===== config.mk =====
export PLATFORM = sky130hd
export DESIGN_NAME = timed_threshold_presence_detector
export DESIGN_NICKNAME = d
export VERILOG_FILES = /design/src/ttpd_pkg.sv /design/src/timed_threshold_presence_detector.sv /design/src/ttpd_core.sv
export SDC_FILE = /design/constraint.sdc
export NUM_CORES = 1
export LEC_CHECK = 0
export BUFFER_PORTS_ARGS = -buffer_cell sky130_fd_sc_hd__buf_2
export CORE_UTILIZATION = 50
export CTS_BUF_LIST = sky130_fd_sc_hd__clkbuf_8
export DETAILED_ROUTE_END_ITERATION = 12
export PLACE_DENSITY = 0.73
export SYNTH_ARGS = -nofsm -noshare
export SYNTH_HDL_FRONTEND = slang
export SYNTH_SLANG_ARGS = --single-unit
export TNS_END_PERCENT = 1

===== constraint.sdc =====
create_clock -name clock -period 9.45 [get_ports clock]
set_input_delay 0.945 -clock clock [delete_from_list [all_inputs] [get_ports clock]]
set_output_delay 0.945 -clock clock [all_outputs]
set_load 0.02 [all_outputs]

===== src/ttpd_pkg.sv =====
// ----------------------------------------------------------------------------
// ttpd_pkg
// Shared types and constants for the timed threshold presence detector.
// ----------------------------------------------------------------------------
`default_nettype none

package ttpd_pkg;

   // field widths of the streaming and register ports
   localparam int SAMPLE_W    = 10;
   localparam int REQ_TDATA_W = 16;
   localparam int RSP_TDATA_W = 8;
   localparam int HOLD_W      = 16;
   localparam int CSR_DATA_W  = 16;
   localparam int CSR_INDEX_W = 2;

   localparam logic [SAMPLE_W-1:0] THRESHOLD_RESET = 10'd512;

   // register indexes
   typedef enum logic [CSR_INDEX_W-1:0] {
      CSR_SAMPLE_THRESHOLD = 2'd0,
      CSR_INVERT           = 2'd1,
      CSR_HIGH_HOLD_TICKS  = 2'd2,
      CSR_LOW_HOLD_TICKS   = 2'd3
   } csr_index_type;

   // command carried in req_tuser
   typedef enum logic {
      CMD_EVALUATE    = 1'b0,
      CMD_CLEAR_FLAGS = 1'b1
   } command_type;

   // one result item
   typedef struct packed {
      logic level_high;
      logic low_present;
      logic high_present;
   } result_type;

endpackage

`default_nettype wire


===== src/timed_threshold_presence_detector.sv =====
// ----------------------------------------------------------------------------
// timed_threshold_presence_detector
// Threshold compare with time-qualified, sticky high/low presence flags.
//
//  port group | dir | payload
//  -----------+-----+------------------------------------------------------
//  req_*      | in  | tuser: command; tdata: sample
//  rsp_*      | out | tdata: high_present, low_present, level_high
//  csr_*      | in  | write enable, register index, write data
//
// One item per cycle sustained while rsp does not stall; an accepted item
// passes the input register (loaded at the accepting edge), then the result
// register (loaded with the counter update) before it is offered on rsp.
// Synchronous active-high reset clears counters, flags, level and registers.
// A stall on rsp holds the result register; the input register still takes
// one item and req_tready drops only while both stages are full.
// ----------------------------------------------------------------------------
`default_nettype none

module timed_threshold_presence_detector #(
   parameter int SAMPLE_BITS = 10,
   parameter int COUNT_BITS  = 16
) (
   input  wire                                 clock,
   input  wire                                 reset,
   // requests
   input  wire                                 req_tvalid,
   output logic                                req_tready,
   input  wire  [ttpd_pkg::REQ_TDATA_W-1:0]    req_tdata,  // [9:0] sample
   input  wire                                 req_tuser,  // [0] command
   // results
   output logic                                rsp_tvalid,
   input  wire                                 rsp_tready,
   output logic [ttpd_pkg::RSP_TDATA_W-1:0]    rsp_tdata,  // [0] high_present,
                                                           // [1] low_present,
                                                           // [2] level_high
   // register writes
   input  wire                                 csr_we,
   input  wire  [ttpd_pkg::CSR_INDEX_W-1:0]    csr_index,
   input  wire  [ttpd_pkg::CSR_DATA_W-1:0]     csr_wdata
);

   localparam int CMP_BITS  = (SAMPLE_BITS < ttpd_pkg::SAMPLE_W) ?
                              SAMPLE_BITS : ttpd_pkg::SAMPLE_W;
   localparam int HOLD_BITS = (COUNT_BITS < ttpd_pkg::HOLD_W) ?
                              COUNT_BITS : ttpd_pkg::HOLD_W;

   // configuration
   logic [CMP_BITS-1:0]  threshold_ff;
   logic                 invert_ff;
   logic [HOLD_BITS-1:0] high_hold_ff;
   logic [HOLD_BITS-1:0] low_hold_ff;

   always_ff @(posedge clock) begin
      if (reset) begin
         threshold_ff <= ttpd_pkg::THRESHOLD_RESET[CMP_BITS-1:0];
         invert_ff    <= 1'b0;
         high_hold_ff <= '0;
         low_hold_ff  <= '0;
      end else if (csr_we) begin
         unique case (ttpd_pkg::csr_index_type'(csr_index))
            ttpd_pkg::CSR_SAMPLE_THRESHOLD: threshold_ff <= csr_wdata[CMP_BITS-1:0];
            ttpd_pkg::CSR_INVERT:           invert_ff    <= csr_wdata[0];
            ttpd_pkg::CSR_HIGH_HOLD_TICKS:  high_hold_ff <= csr_wdata[HOLD_BITS-1:0];
            ttpd_pkg::CSR_LOW_HOLD_TICKS:   low_hold_ff  <= csr_wdata[HOLD_BITS-1:0];
            default: ;
         endcase
      end
   end

   // input register
   logic                  in_valid_ff;
   ttpd_pkg::command_type in_command_ff;
   logic [CMP_BITS-1:0]   in_sample_ff;

   // result register
   logic                  out_valid_ff;
   ttpd_pkg::result_type  out_result_ff;
   ttpd_pkg::result_type  core_result;

   logic advance;

   assign advance    = in_valid_ff && (!out_valid_ff || rsp_tready);
   assign req_tready = !in_valid_ff || advance;

   always_ff @(posedge clock) begin
      if (reset) begin
         in_valid_ff <= 1'b0;
      end else if (req_tready) begin
         in_valid_ff <= req_tvalid;
      end
   end

   always_ff @(posedge clock) begin
      if (req_tready && req_tvalid) begin
         in_command_ff <= ttpd_pkg::command_type'(req_tuser);
         in_sample_ff  <= req_tdata[CMP_BITS-1:0];
      end
   end

   ttpd_core #(
      .CMP_BITS   (CMP_BITS),
      .HOLD_BITS  (HOLD_BITS),
      .COUNT_BITS (COUNT_BITS)
   ) u_core (
      .clock     (clock),
      .reset     (reset),
      .step      (advance),
      .command   (in_command_ff),
      .sample    (in_sample_ff),
      .threshold (threshold_ff),
      .invert    (invert_ff),
      .high_hold (high_hold_ff),
      .low_hold  (low_hold_ff),
      .result    (core_result)
   );

   always_ff @(posedge clock) begin
      if (reset) begin
         out_valid_ff <= 1'b0;
      end else if (advance) begin
         out_valid_ff <= 1'b1;
      end else if (rsp_tready) begin
         out_valid_ff <= 1'b0;
      end
   end

   always_ff @(posedge clock) begin
      if (advance) begin
         out_result_ff <= core_result;
      end
   end

   assign rsp_tvalid = out_valid_ff;
   assign rsp_tdata  = {{(ttpd_pkg::RSP_TDATA_W - 3){1'b0}},
                        out_result_ff.level_high,
                        out_result_ff.low_present,
                        out_result_ff.high_present};

endmodule

`default_nettype wire


===== src/ttpd_core.sv =====
// ----------------------------------------------------------------------------
// ttpd_core
// Level compare, hold counters and sticky presence flags; state advances
// once per item of either command; the result is the state after that item.
// ----------------------------------------------------------------------------
`default_nettype none

module ttpd_core #(
   parameter int CMP_BITS   = 10,
   parameter int HOLD_BITS  = 16,
   parameter int COUNT_BITS = 16
) (
   input  wire                          clock,
   input  wire                          reset,
   input  wire                          step,
   input  ttpd_pkg::command_type        command,
   input  wire  [CMP_BITS-1:0]          sample,
   input  wire  [CMP_BITS-1:0]          threshold,
   input  wire                          invert,
   input  wire  [HOLD_BITS-1:0]         high_hold,
   input  wire  [HOLD_BITS-1:0]         low_hold,
   output ttpd_pkg::result_type         result
);

   logic                  prev_level_ff, prev_level_in;
   logic [COUNT_BITS-1:0] high_count_ff, high_count_in;
   logic [COUNT_BITS-1:0] low_count_ff,  low_count_in;
   logic                  high_flag_ff,  high_flag_in;
   logic                  low_flag_ff,   low_flag_in;

   logic [COUNT_BITS-1:0] high_hold_ext;
   logic [COUNT_BITS-1:0] low_hold_ext;
   logic                  level;

   assign high_hold_ext = COUNT_BITS'(high_hold);
   assign low_hold_ext  = COUNT_BITS'(low_hold);
   assign level         = (sample >= threshold) ^ invert;

   always_comb begin
      prev_level_in = prev_level_ff;
      high_count_in = high_count_ff;
      low_count_in  = low_count_ff;
      high_flag_in  = high_flag_ff;
      low_flag_in   = low_flag_ff;
      if (command == ttpd_pkg::CMD_CLEAR_FLAGS) begin
         high_flag_in = 1'b0;
         low_flag_in  = 1'b0;
      end else begin
         // a crossing clears both counters and both flags
         if (level != prev_level_ff) begin
            high_count_in = '0;
            low_count_in  = '0;
            high_flag_in  = 1'b0;
            low_flag_in   = 1'b0;
         end else if (level) begin
            if (high_count_ff < high_hold_ext) begin
               high_count_in = high_count_ff + COUNT_BITS'(1);
            end
         end else begin
            if (low_count_ff < low_hold_ext) begin
               low_count_in = low_count_ff + COUNT_BITS'(1);
            end
         end
         if (level) begin
            if (high_count_in >= high_hold_ext) begin
               high_flag_in = 1'b1;
            end
         end else begin
            if (low_count_in >= low_hold_ext) begin
               low_flag_in = 1'b1;
            end
         end
         prev_level_in = level;
      end
   end

   always_ff @(posedge clock) begin
      if (reset) begin
         prev_level_ff <= 1'b0;
         high_count_ff <= '0;
         low_count_ff  <= '0;
         high_flag_ff  <= 1'b0;
         low_flag_ff   <= 1'b0;
      end else if (step) begin
         prev_level_ff <= prev_level_in;
         high_count_ff <= high_count_in;
         low_count_ff  <= low_count_in;
         high_flag_ff  <= high_flag_in;
         low_flag_ff   <= low_flag_in;
      end
   end

   always_comb begin
      result.high_present = high_flag_in;
      result.low_present  = low_flag_in;
      result.level_high   = prev_level_in;
   end

endmodule

`default_nettype wire


---- Word-level counts from Yosys, hierarchy flattened ----
Cells that the tools add are included.
word-level totals
  bits in registers ....................... 94
  input port bits ......................... 40
  output and inout bits ................... 10
  logic and storage cells ................. 61
operators by class
  $add $sub $neg .......................... 2
  order comparisons ....................... 5
  equal/unequal tests ..................... 4
  mux-type cells .......................... 19
  bitwise gates (word level) .............. 2
  reductions and logical operators ........ 13
operators by type and width
  kind                     count
  $mux W16                 8
  $add A16 B1 Y16 const B  2
  $ge A16 B16 Y1           2
  $lt A16 B16 Y1           2
  $mux W1                  11
  $ge A10 B10 Y1           1
  $reduce_and A2 Y1        5
  $eq A2 B2 Y1 const B     2
  $eq A2 B1 Y1 const B     1
  $logic_and A1 B1 Y1      2
  $logic_not A1 Y1         2
  $logic_not A2 Y1         1
  $logic_or A1 B1 Y1       2
  $reduce_bool A2 Y1       1
  $ne A1 B1 Y1             1
  $not A1 Y1               1
  $xor A1 B1 Y1            1

---- Depth between registers and ports, before layout ----
  depth after elaboration ................. 9
  gate-level depth with buffers ........... 18
  gate-level depth less buffers ........... 17

---- Cells and area by module ----
From an unflattened synthesis, not the netlist that was laid out.
unflattened totals
  cells, all modules ...................... 771
  area, all modules ....................... 6676.4 um^2
modules (own cells, without submodules)
  module                             instances  cells an instance  area each (um^2)  seq. area each (um^2)
  ttpd_core                          1          579                4376.7            700.7
  timed_threshold_presence_detector  1          192                2299.7            1321.3

---- Least setup slack after synthesis ----
Ideal clock, no wire load.
  path kind ............................... register to register
  start point ............................. reg in_sample_ff[9]
  end point ............................... reg out_result_ff (netlist bit rsp_tdata[1]), data pin
  library setup time ...................... 0.259 ns
  data arrival time ....................... 3.336 ns
  data required time ...................... 9.191 ns
  slack ................................... 5.856 ns
  stages on the path, launching flop included .. 18
  buffers on the path ..................... 2
  period minus slack after synthesis ...... 3.594 ns
  path through ............................ edfxtp_1 > ha_1 > a21oi_1 > o21ai_0 > a31o_2 > o22ai_1 > and2_1 > clkbuf_1 > clkbuf_1 > a21oi_1 > ha_1 > a21o_1 > a21o_1 > a21oi_1 > o21ai_0 > nor3b_1 > a2bb2oi_1 > nor2_1
between the ends
  cells in the longest elaborated chain, start to end .. 9
  elaborated cells between the ends (all ways) .. 11
  those cells by class .................... order compare (2); eq/ne (1); mux (7); bitwise (1)
RTL lines
  element                                          RTL line                                  text
  start, declared                                  timed_threshold_presence_detector.sv:74   logic [CMP_BITS-1:0] in_sample_ff;
  start signal, assigned                           timed_threshold_presence_detector.sv:97   in_sample_ff <= req_tdata[CMP_BITS-1:0];
  $ge A10 B10 Y1 *                                 ttpd_core.sv:37                           assign level = (sample >= threshold) ^ invert;
  $xor A1 B1 Y1 *                                  ttpd_core.sv:37
  $mux W16 / $ne A1 B1 Y1 (equally long branches)  ttpd_core.sv:55, ttpd_core.sv:50
  $mux W16                                         ttpd_core.sv:50                           if (level != prev_level_ff) begin
  $mux W16                                         ttpd_core.sv:45                           if (command == ttpd_pkg::CMD_CLEAR_FLAGS) begin
  $ge A16 B16 Y1                                   ttpd_core.sv:69                           if (low_count_in >= low_hold_ext) begin
  $mux W1                                          ttpd_core.sv:69
  $mux W1 *                                        ttpd_core.sv:64                           if (level) begin
  $mux W1 *                                        ttpd_core.sv:45
  net u_core.low_flag_in                           ttpd_core.sv:29                           logic low_flag_ff, low_flag_in;
  end signal, assigned                             timed_threshold_presence_detector.sv:130  out_result_ff <= core_result;
  end, declared                                    timed_threshold_presence_detector.sv:78   ttpd_pkg::result_type out_result_ff;
Mark *: on every way through the listed nets, which the timed path passes. The rest lies on a longest branch. The select of a mux whose other input is x is not followed.
A chain may end at the register's enable or synchronous reset.

---- Final worst setup path ----
  start point ............................. reg in_sample_ff[7]
  end point ............................... reg out_result_ff (netlist bit rsp_tdata[1]), data pin
The elaborated chain is that of the path after synthesis.

==> reports/qor.yml <==
status: "finished, final reports clean"
r2r_end: "rsp_tdata[1]"
synth.lib_cells_used.distinct: 65
postRouteAntennaNets: 0
clkLatencyLatePin_ps: 370
rsz0062_at_grt: "no"
max_cap_violations: 0
yosysTopAreaCellShare_pct: 24.9
fin_hold_ws_ps: 460
track_usage_pct: 26.5
ff2ff_setup_slack_ps: 4650
ys.flop_type: "dfxtp_1"
numPortBuffers: 38
worst-path-max-fanout: 11
tns_ps: 0
r2r-start: "in_sample_ff[7]"
skew_ps: 9.40
finalPower_uw: 895
syn_area_per_cell_um2: 8.08
antenna_cells: 0
holdBufCountCts: 0
crit_type: "reg -> reg"
totalWireLength_mm: 16.6
p_leak_nw: 2.53
cts-htree-levels: 3
syn_area_um2: 6440
finalNetCount: 927
cts-resized-gates: 0
ys_seq_area_share_pct: 31.4
first_pass_iters: 5
rows: 41
drc: 0
yosys_warnings: 0
dp_slack_ps: 4700
ios: 50
worstMarginPinSlew_ps: 1150
cp.required_ps: 9580
hold_violations: 0
die_w_um: 115
area_delta_synth_final_pct: 7.70
setup_viol: 0
start_util_pct: 51.2
critPathLaunchType: "flop"
cts.sinks: 94
synth_area_leaders: "dfxtp_1 (25%), ha_1 (14%), a21oi_1 (7.4%)"
cts_root_buffer: "clkbuf_8"
hp-class: "reg -> reg"
drive_gt1_share_pct: 10.4
antenna_found_initial: 0
hold_depth: 2
layout_setup_ws_ps: 4650
cts_tree: "done"
min_to: "high_hold_ff[9]"
drv_slew: 0
synth_top_cell_by_area: "dfxtp_1"
netlist_instances: 797
period_needed_ps: 4800
drtIter0Drc: 414
hold_start: "high_hold_ff[9]"
routed_via_density: 5.86
coreArea_um2: 12600
postCtsSetupRepairBufs: 0
p_per_area_nw_per_um2: 129
routabilityCongestion: 0.934
slew-limit-headroom_pct: 23.0
grt_pass1_wl_mm: 27.0
async_flop_share_pct: 0
dr_total_vias: 5803
clk_pin_slew_ps: 100
die_h_um: 115
post-dp-hpwl_mm: 12.4
synth-seq-cells: 94
synth_edf_count: 14
wl_per_cell_um: 16.7
ir_drop_uv: 90.4
clk_path_buf_depth: 2
cp-end-kind: "flop"
die-area_um2: 13300
arrival_ps: 4930
cts_made_buffers: 9
period_share_pct: 50.8
fmax_mhz: 208
grt_pass1_vias: 5339
grt-ovfl-total: 0
utilization_pct: 55.2
grt_max_degree: 61
r2r_cells: 16
-- metrics by stage --
stage | instance area [um^2] | instances
6_report | 6930 | 990
5_1_grt | 6930 | 990
4_1_cts | 6930 | 990
3_5_place_dp | 6710 | 974
3_3_place_gp | 6710 | 974
2_1_floorplan | 6450 | 801
-- final cells by class --
cell class / instances / area, um^2
clock inverter: 7 / 98.8
timing repair buffer: 44 / 235
clock buffer: 9 / 124
tap: 172 / 215
inverter: 53 / 199
sequential: 94 / 2020
multi-input combinational: 611 / 4040
fill: 1194 / 5630
-- cell families (layout without fill, tap and decap cells) --
| group | count (synthesis) | after routing | synth area share [%] |
|---|---|---|---|
| xor gates and xnor gates | 21 | 21 | 2.86 |
| and+or+nand+nor | 291 | 291 | 22.3 |
| adders and majority gates | 74 | 74 | 14.4 |
| other | 1 | 5 | 0.0582 |
| muxes | 2 | 2 | 0.311 |
| AOI/OAI and AO/OA | 218 | 218 | 22.4 |
| buffers and inverters | 96 | 113 | 6.28 |
| DFF | 94 | 94 | 31.4 |
-- worst max-delay path, cell delays in order, from the launching register on --
cell and delay, ps:
edfxtp_1 380, ha_1 330, a21oi_1 160, o21ai_0 180, a31oi_1 350, nand3_1 690, a21oi_2 740, xnor2_1 180
nand2_1 80, ha_1 280, nand2b_1 140, a211o_1 300, o2111ai_1 90, a31oi_1 120, nor3b_1 310, a2bb2oi_1 180
nor2_1 60
-- sequential cells by signal (all words and copies together) (netlist names) --
name and count:
u_core.prev_level_ff 1, low_hold_ff 16, high_hold_ff 16, in_command_ff 1
u_core.low_flag_ff 1, u_core.high_flag_ff 1, u_core.low_count_ff 16, rsp_tdata 3
threshold_ff 10, invert_ff 1, in_valid_ff 1, u_core.high_count_ff 16
rsp_tvalid 1, in_sample_ff 10
-- worst max-delay path by stage --
stage / start / end / slack, ps / depth (start not counted)
floorplan: in_sample_ff[9] / rsp_tdata[1] / 5860 / 17
global placement: in_sample_ff[7] / rsp_tdata[1] / 4750 / 16
detailed placement: in_sample_ff[7] / rsp_tdata[1] / 4700 / 16
CTS: in_sample_ff[7] / rsp_tdata[1] / 4660 / 16
global route: in_sample_ff[7] / rsp_tdata[1] / 4220 / 16
finish: in_sample_ff[7] / rsp_tdata[1] / 4650 / 16
-- cell usage after synthesis (6+ instances only) --
cell type    n
edfxtp_1    14
inv_1       53
nand3b_1     6
nand4_1     18
nor4_2       8
nand3_1     30
o21ai_0     29
a31oi_1     21
buf_4        7
o211ai_1     6
nor4_1       9
dfxtp_1     80
a21o_1      12
buf_2        8
a21oi_1     95
xnor2_1     20
o31ai_1      9
clkbuf_1    23
nand2_1    114
nand2b_1     7
ha_1        74
nor2_1      63
-- layout by cell type (no fill, tap or decap), types with 7 or more instances in the layout --
master	n
ha_1	74
dfxtp_1	80
inv_1	54
o31ai_1	9
nand4_1	18
a21oi_1	95
nand2_1	114
nor4_2	8
nand3_1	30
edfxtp_1	14
a31oi_1	21
nor4_1	9
buf_2	38
xnor2_1	20
a21o_1	12
clkbuf_8	9
nand2b_1	7
nor2_1	63
o21ai_0	29
-- per-layer routing --
layer  global-route usage [%]  share of wire [%]  vias up
met5                        0                  0        -
met4                     10.2                2.5        0
met3                     3.92                5.4       28
met2                     42.8                 46      174
met1                     35.9                 46     2709
li1                         -                  -     2892
-- where the power goes --
group / total (mW) / internal (mW) / switching (mW)
logic: 0.168 / 0.0469 / 0.121
registers: 0.423 / 0.417 / 0.00599
clock network: 0.305 / 0.151 / 0.154
Power figures use the tool's default switching activity.
